==> src/rtl/core/pixel_color_adjust_core_defines.svh <==
// ---------------------------------------------------------------------------
// pixel_color_adjust_core_defines
// Assertion macros shared by the pixel color adjust core.
// ---------------------------------------------------------------------------
`ifndef PIXEL_COLOR_ADJUST_CORE_DEFINES_SVH
`define PIXEL_COLOR_ADJUST_CORE_DEFINES_SVH

// same-cycle implication
`define PCA_ASSERT_IMPL(lbl, ante, cons, msg) \
    lbl: assert property (@(posedge i_clk) disable iff (!i_rst_n) (ante) |-> (cons)) \
        else $error(msg);

// next-cycle implication
`define PCA_ASSERT_NEXT(lbl, ante, cons, msg) \
    lbl: assert property (@(posedge i_clk) disable iff (!i_rst_n) (ante) |=> (cons)) \
        else $error(msg);

`endif

==> src/rtl/core/pca_div_pipe.sv <==
`timescale 1ns / 1ps
// ---------------------------------------------------------------------------
// pca_div_pipe
// Pipelined restoring divider, one quotient bit per stage.
// ---------------------------------------------------------------------------
module pca_div_pipe #(
    parameter int DW = 16,
    parameter int QW = 13
) (
    input  logic             i_clk,
    input  logic             i_en,
    input  logic [DW+QW-1:0] i_num,
    input  logic [DW-1:0]    i_den,
    output logic [QW-1:0]    o_quot,
    output logic [DW-1:0]    o_rem
);
    localparam int CW = DW + QW;

    logic [CW-1:0] r_rem  [QW];
    logic [DW-1:0] r_den  [QW];
    logic [QW-1:0] r_quot [QW];
    logic [CW-1:0] n_rem  [QW];
    logic [QW-1:0] n_quot [QW];
    logic [CW-1:0] w_rem_in  [QW];
    logic [DW-1:0] w_den_in  [QW];
    logic [QW-1:0] w_quot_in [QW];
    logic [CW-1:0] w_sub     [QW];

    for (genvar j = 0; j < QW; j++) begin : g_stage
        if (j == 0) begin : g_first
            assign w_rem_in[j]  = i_num;
            assign w_den_in[j]  = i_den;
            assign w_quot_in[j] = '0;
        end else begin : g_next
            assign w_rem_in[j]  = r_rem[j-1];
            assign w_den_in[j]  = r_den[j-1];
            assign w_quot_in[j] = r_quot[j-1];
        end

        always_comb begin
            w_sub[j] = CW'(w_den_in[j]) << (QW - 1 - j);
            if (w_rem_in[j] >= w_sub[j]) begin
                n_rem[j]  = w_rem_in[j] - w_sub[j];
                n_quot[j] = w_quot_in[j] | (QW'(1) << (QW - 1 - j));
            end else begin
                n_rem[j]  = w_rem_in[j];
                n_quot[j] = w_quot_in[j];
            end
        end
    end

    always_ff @(posedge i_clk) begin
        if (i_en) begin
            for (int j = 0; j < QW; j++) begin
                r_rem[j]  <= n_rem[j];
                r_den[j]  <= w_den_in[j];
                r_quot[j] <= n_quot[j];
            end
        end
    end

    assign o_quot = r_quot[QW-1];
    assign o_rem  = r_rem[QW-1][DW-1:0];

endmodule

==> config.mk <==
export PLATFORM = sky130hd
export DESIGN_NAME = pca_div_pipe
export DESIGN_NICKNAME = d
export VERILOG_FILES = /design/src/rtl/core/pixel_color_adjust_core_defines.svh /design/src/rtl/core/pca_div_pipe.sv
export SDC_FILE = /design/constraint.sdc
export NUM_CORES = 1
export LEC_CHECK = 0
export ABC_AREA = 1
export BUFFER_PORTS_ARGS = -buffer_cell sky130_fd_sc_hd__buf_2
export CAP_MARGIN = 15
export CELL_PAD_IN_SITES_DETAIL_PLACEMENT = 1
export CELL_PAD_IN_SITES_GLOBAL_PLACEMENT = 2
export CORE_ASPECT_RATIO = 0.75
export CORE_UTILIZATION = 30
export DETAILED_ROUTE_END_ITERATION = 6
export PLACE_DENSITY_LB_ADDON = 0.1
export SLEW_MARGIN = 25
export SYNTH_ARGS = -nofsm -noshare
export SYNTH_HDL_FRONTEND = slang
export SYNTH_SLANG_ARGS = --single-unit
==> constraint.sdc <==
create_clock -name i_clk -period 2.54 [get_ports i_clk]
set_input_delay 0.127 -clock i_clk [delete_from_list [all_inputs] [get_ports i_clk]]
set_output_delay 0.127 -clock i_clk [all_outputs]
set_load 0.02 [all_outputs]
# --- Yosys cells after proc, flatten, opt, wreduce, memory -nomap -nowiden ---
# Memories as Yosys holds them, arrays and structs flattened.
# Index checks and enable logic that the tools add are counted.
totals:
  n_memories: 3
  ram_bits: 754
  register_bits: 0
  input_bits: 47
mem_list:
  columns: ["name", "words", "width", "read_ports", "rd_ports_with_merged_regs", "write_ports", "line", "rtl"]
  rows:
  - ["r_rem", 13, 29, 13, 0, 13, "pca_div_pipe.sv:19", "logic [CW-1:0] r_rem [QW];"]
  - ["r_den", 13, 16, 12, 0, 13, "pca_div_pipe.sv:20", "logic [DW-1:0] r_den [QW];"]
  - ["r_quot", 13, 13, 13, 0, 13, "pca_div_pipe.sv:21", "logic [QW-1:0] r_quot [QW];"]
op_classes:
  muxes: 28
  n_addsub: 13
  n_lt_le_gt_ge: 13
ops:
  columns: ["op", "count"]
  rows:
  - ["$mux W29", 13]
  - ["$ge A29 B16 Y1", 1]
  - ["$ge A29 B17 Y1", 1]
  - ["$ge A29 B18 Y1", 1]
  - ["$ge A29 B19 Y1", 1]
  - ["$ge A29 B20 Y1", 1]
  - ["$ge A29 B21 Y1", 1]
  - ["$ge A29 B22 Y1", 1]
  - ["$ge A29 B23 Y1", 1]
  - ["$ge A29 B24 Y1", 1]
  - ["$ge A29 B25 Y1", 1]
  - ["$ge A29 B26 Y1", 1]
  - ["$ge A29 B27 Y1", 1]
  - ["$ge A29 B28 Y1", 1]
  - ["$sub A29 B16 Y29", 1]
  - ["$sub A29 B17 Y29", 1]
  - ["$sub A29 B18 Y29", 1]
  - ["$sub A29 B19 Y29", 1]
  - ["$sub A29 B20 Y29", 1]
  - ["$sub A29 B21 Y29", 1]
  - ["$sub A29 B22 Y29", 1]
  - ["$sub A29 B23 Y29", 1]
  - ["$sub A29 B24 Y29", 1]
  - ["$sub A29 B25 Y29", 1]
  - ["16 further kinds", 18]

# --- Depth between registers and ports, before layout ---
# An unclocked memory read counts as a cell.
logic_depth:
  depth_word: 3
  depth_mapped: 15

# --- Worst setup path after synthesis ---
# OpenSTA, ideal clock, no wires.
synth_path:
  path_kind: "register to register"
  from: "mem r_rem[0][179] in the netlist's numbering"
  to: "mem r_rem[0][224] in the netlist's numbering, data pin"
  setup_slack_ns: 0.377
  path_stages_with_launch: 15
  synth_period_minus_slack_ns: 2.163
  n_path_buf: 2
  arrival_time_ns: 1.909
  cell_sequence: "edfxtp_1 -> inv_1 -> ha_1 -> inv_1 -> fa_1 -> nand3_2 -> nand3_2 -> nand2_1 -> nand2_2 -> nand2_2 -> nand3_2 -> nor2_2 -> buf_6 -> buf_12 -> a21oi_2"
synth_lines:
  columns: ["item", "line"]
  rows:
  - ["start, declared", "pca_div_pipe.sv:19"]

==> summary by stage <==
Status
The run finished with clean final reports.

Yosys
After synthesis the netlist holds a flip-flop and latch count of 647. The area share of fa/ha/maj cells after synthesis is 6.88%. By area the synthesized netlist is led by sky130_fd_sc_hd__edfxtp_1, sky130_fd_sc_hd__nand2_1, sky130_fd_sc_hd__inv_1, sky130_fd_sc_hd__ha_1, sky130_fd_sc_hd__nand3_1.

Of the post-synthesis cell area, the part taken by muxes is 0%. Of the post-synthesis cell area, the dominant cell type holds 46.7%. The xor/xnor share of the synthesized area is 2.29%. Yosys mapped a number of flops with a built-in enable equal to 647. In this run the cell area of the synthesized design comes to 41,600 µm².

Counting flops with an async set or reset pin after synthesis yields a share of 0%. The Yosys step of the flow raised 0 warnings. The most repeated cell in the gate-level netlist after synthesis is sky130_fd_sc_hd__nand2_1.

The average instance in the mapped netlist occupies 7.78 µm². The most used flip-flop cell after synthesis is sky130_fd_sc_hd__edfxtp_1. Of all cell types, the one taking the most synthesized area is sky130_fd_sc_hd__edfxtp_1. Summing the areas of all compound-gate instances in the mapped netlist gives 3.63% of the synthesized area.

The sequential-to-total area share from yosys stat is 46.7%. The number of unique standard cell types used by synthesis is 49. The number of cells produced by synthesis is 5,349. After synthesis, the largest family of logic cells by area is simple AND/OR/NAND/NOR gates. Synthesis produced a netlist with a net count of 5,617. After synthesis, the most frequently instantiated cells are sky130_fd_sc_hd__nand2_1, sky130_fd_sc_hd__inv_1, sky130_fd_sc_hd__edfxtp_1. Summing the areas of all and, or, nand and nor instances in the mapped netlist gives 30.4% of the synthesized area.

Pwr
The net switching share of the total power is 41.8%. Summed over all cells, the static leakage comes to 0.0240 µW. The total power density per cell area is 1010 nW/µm². The proportion of power drawn by flip-flops and latches is 33.0%. The combinational cell fraction of total power is 44.3%.

Internal power comes to 29,500 µW. VDD sags by at most 518 µV. The fraction of power consumed by the clock network is 22.7%. The total net switching power is 21,100 µW. Power comes to 50,600 µW.

Clock tree
The total CTS buffers is 78. Counting along the longest clock path gives a buffer depth of 3. The CTS tree is done. The root buffer cell chosen for the clock tree is sky130_fd_sc_hd__clkbuf_16. The clock net sink count is 647.

The later pin in the worst-skew pair is clocked with a latency of 0.68 ns. The level count of the clock H-tree is 3. The post-CTS clock slew at the launch and capture registers of the worst setup and hold paths is 0.06 ns.

STA
The final cycle utilization of the critical path is 96.6%. The final period demand of the worst path is 2.45 ns. The post-route clock skew is 0.0290 ns. Derived from the worst setup path, the maximum achievable clock frequency is 0.408 GHz.

The worst pin sits at a relative slew slack of 62.4%. The worst-margin pin slew is 0.564 ns. The number of endpoints with negative hold slack in the final report is 0. The post-layout worst setup margin is 0.0863 ns. The final number of max-transition violations is 0.

Setup violations remaining at the end of the flow were counted as 0.

Critical path
For this design, the slowest cell found on the critical path is sky130_fd_sc_hd__edfxtp_1. The critical register-to-register path startpoint is r_rem[0][53]. In this run the worst path has a maximum fanout of 5.

For the worst setup path, the data required time is 2.99 ns. The length in cells of the worst reg-to-reg path is 9. The last element of the critical path is r_rem[0][85].

The launching element of the worst setup path is r_rem[0][53]. The critical path goes through ha_1, buf_4, nand2_1, o21bai_1, nand2_1, nand3_1, nor2_4, buf_4, a21oi_1. The setup slack on the worst flop-to-flop path is 0.09 ns. Data arrives at the worst endpoint at 2.90 ns. The delay contributed by the slowest stage of the critical path is 0.58 ns. The startpoint type of the worst setup path is a flop. The worst register-to-register path ends at r_rem[0][85]. The category of the worst setup path capture point is a flop. The worst setup path is of the reg2reg kind.

Floorplan
Once the floorplan was initialized, standard cells occupied 30.4% of the core. The width of the die is 432 µm. The die height is 325 µm.

The I/O pin count is 76. The region available for standard cell placement spans 137,000 µm². After floorplanning, the core was divided into 117 placement rows. The overall die area is 140,000 µm².

Placement
Once detailed placement completed, the half-perimeter wirelength came to 122,000 µm. At the end of routability-driven placement, the weighted congestion stood at 0.855. The total of buffers placed on input and output ports is 75. The minimum setup slack after placement is -0.396 ns. The post-placement cell area is 46,400 µm².

Drt
The iteration-0 DRC count of the detailed router is 2,313. The first detailed-routing pass ran for 7 iterations. In this run the remaining antenna-violating nets after routing total 0. The final route contains 35.3k vias. After detailed routing, the average wire length per cell comes to 19.4 µm.

In the routed design, unresolved DRC markers number 0. The final wirelength is 150,000 µm. In the routed layout, each cell is associated on average with a via count of 4.57.

Global routing
The total track usage is 21.2%. The leftover overflow at the end of global routing is 0. The number of global-route vias before repair is 35.3k.

The initial antenna violation count was 6. The pin count of the biggest net entering global routing is 85. The first global-routing pass estimated 223,000 µm of wire.

Final layout
The final standard cell utilization of the core is 36.6%. In the final layout, the share of cells above drive strength 1 is 12.4%. The post-synthesis to final-layout area growth is 20.2%.

The final layout contains 6,086 nets. Once layout is done, the placed cells without fillers occupy 50,000 µm².

Worst hold path
The worst hold path class is in2reg.

Run
The count of max-cap constraint violations is 0.
worst min-delay path by stage:
stage	startpoint	endpoint	slack [ns]	cells after the start
final	i_num[8]	r_rem[0][8]	0.18	2
after CTS	i_num[2]	r_rem[0][2]	0.11	2
after floorplan	i_den[0]	r_den[0][0]	0.23	0
after global routing	i_num[1]	r_rem[0][1]	0.14	2
after detailed placement	i_den[3]	r_den[0][3]	0.32	1
after global placement	i_den[3]	r_den[0][3]	0.32	1
through the flow:
stage | std cells | hold slack [ns] | TNS [ns]
after global routing | 7722 | 0.143 | -0.140
after detailed placement | 7506 | 0.323 | -8.98
final | 7723 | 0.183 | 0
after global placement | 7506 | 0.322 | -6.96
after floorplan | 5349 | 0.226 | 0
after CTS | 7695 | 0.107 | -0.00904
cells by family (layout without fill, tap and decap cells):
group	count (synthesis)	after routing
buffers and inverters	1051	1579
adder cells (fa/ha/maj)	221	221
XOR/XNOR	109	109
flip-flops	647	647
AO/OA/AOI/OAI	248	248
other	0	1
AND/OR/NAND/NOR	3073	3074
timing repair:
item                                    in CTS  in global routing
hold buffers                                46                  0
gates cloned                                 1                  1
gates resized for setup                      9                 75
endpoints found under the setup margin      58                181
hold endpoints to repair                    67                  0
buffers inserted                             2                 26
pin swaps                                    1                  6
critical path: cells and delay by family, from the launching register on:
family,cells,cell delay [ns]
flops,1,0.58
compound gates,2,0.50
fa+ha+maj,1,0.45
simple gates,4,0.42
buf+inv,2,0.28
layer usage:
layer	vias to the layer above	global-route usage, %	wire, µm
met1	16800	34.4	82500
met2	566	28.9	57700
met4	0	3.08	1800
met5	-	0	0
li1	17800	-	-
met3	115	3.90	7760
state kept, by name (all words and copies together) (netlist names):
| signal | count |
|---|---|
| r_den | 192 |
| r_quot | 91 |
| r_rem | 364 |
power groups by stage:
stage / registers (µW) / logic (µW) / clock network, µW
6_report: 16700 / 22400 / 11500
3_5_place_dp: 16900 / 21900 / 0
4_1_cts: 16700 / 22200 / 11900
5_1_grt: 16900 / 25300 / 12300
2_1_floorplan: 15700 / 14200 / 0
3_3_place_gp: 16900 / 21800 / 0
area by class of cell:
cell class	count	area, µm²
Clock buffer	86	2020
Tap cell	1844	2310
Clock inverter	54	538
Sequential cell	647	19400
Multi-Input combinational cell	3652	18300
Fill cell	16600	86700
Antenna cell	1	2.50
Inverter	990	3740
Timing Repair Buffer	449	3670
layout by cell type, fill, tap and decap left out, drive strengths merged, types with 2 or more instances in the layout:
master | netlist | final
nand2 | 2072 | 2072
inv | 990 | 995
edfxtp | 647 | 647
nor2 | 470 | 471
buf | 61 | 402
nand3 | 366 | 366
ha | 208 | 208
a21oi | 168 | 168
clkbuf | 0 | 87
nand4 | 77 | 77
xor2 | 76 | 76
o21ai | 65 | 65
dlygate4sd3 | 0 | 46
nor3 | 34 | 34
clkinv | 0 | 34
xnor2 | 33 | 33
nand3b | 25 | 25
fa | 13 | 13
and2 | 12 | 12
or2 | 11 | 11
bufinv | 0 | 9
o21bai | 7 | 7
clkinvlp | 0 | 6
a21boi | 4 | 4
and3 | 3 | 3
a21o | 2 | 2
(Power assumes the default switching activity.)
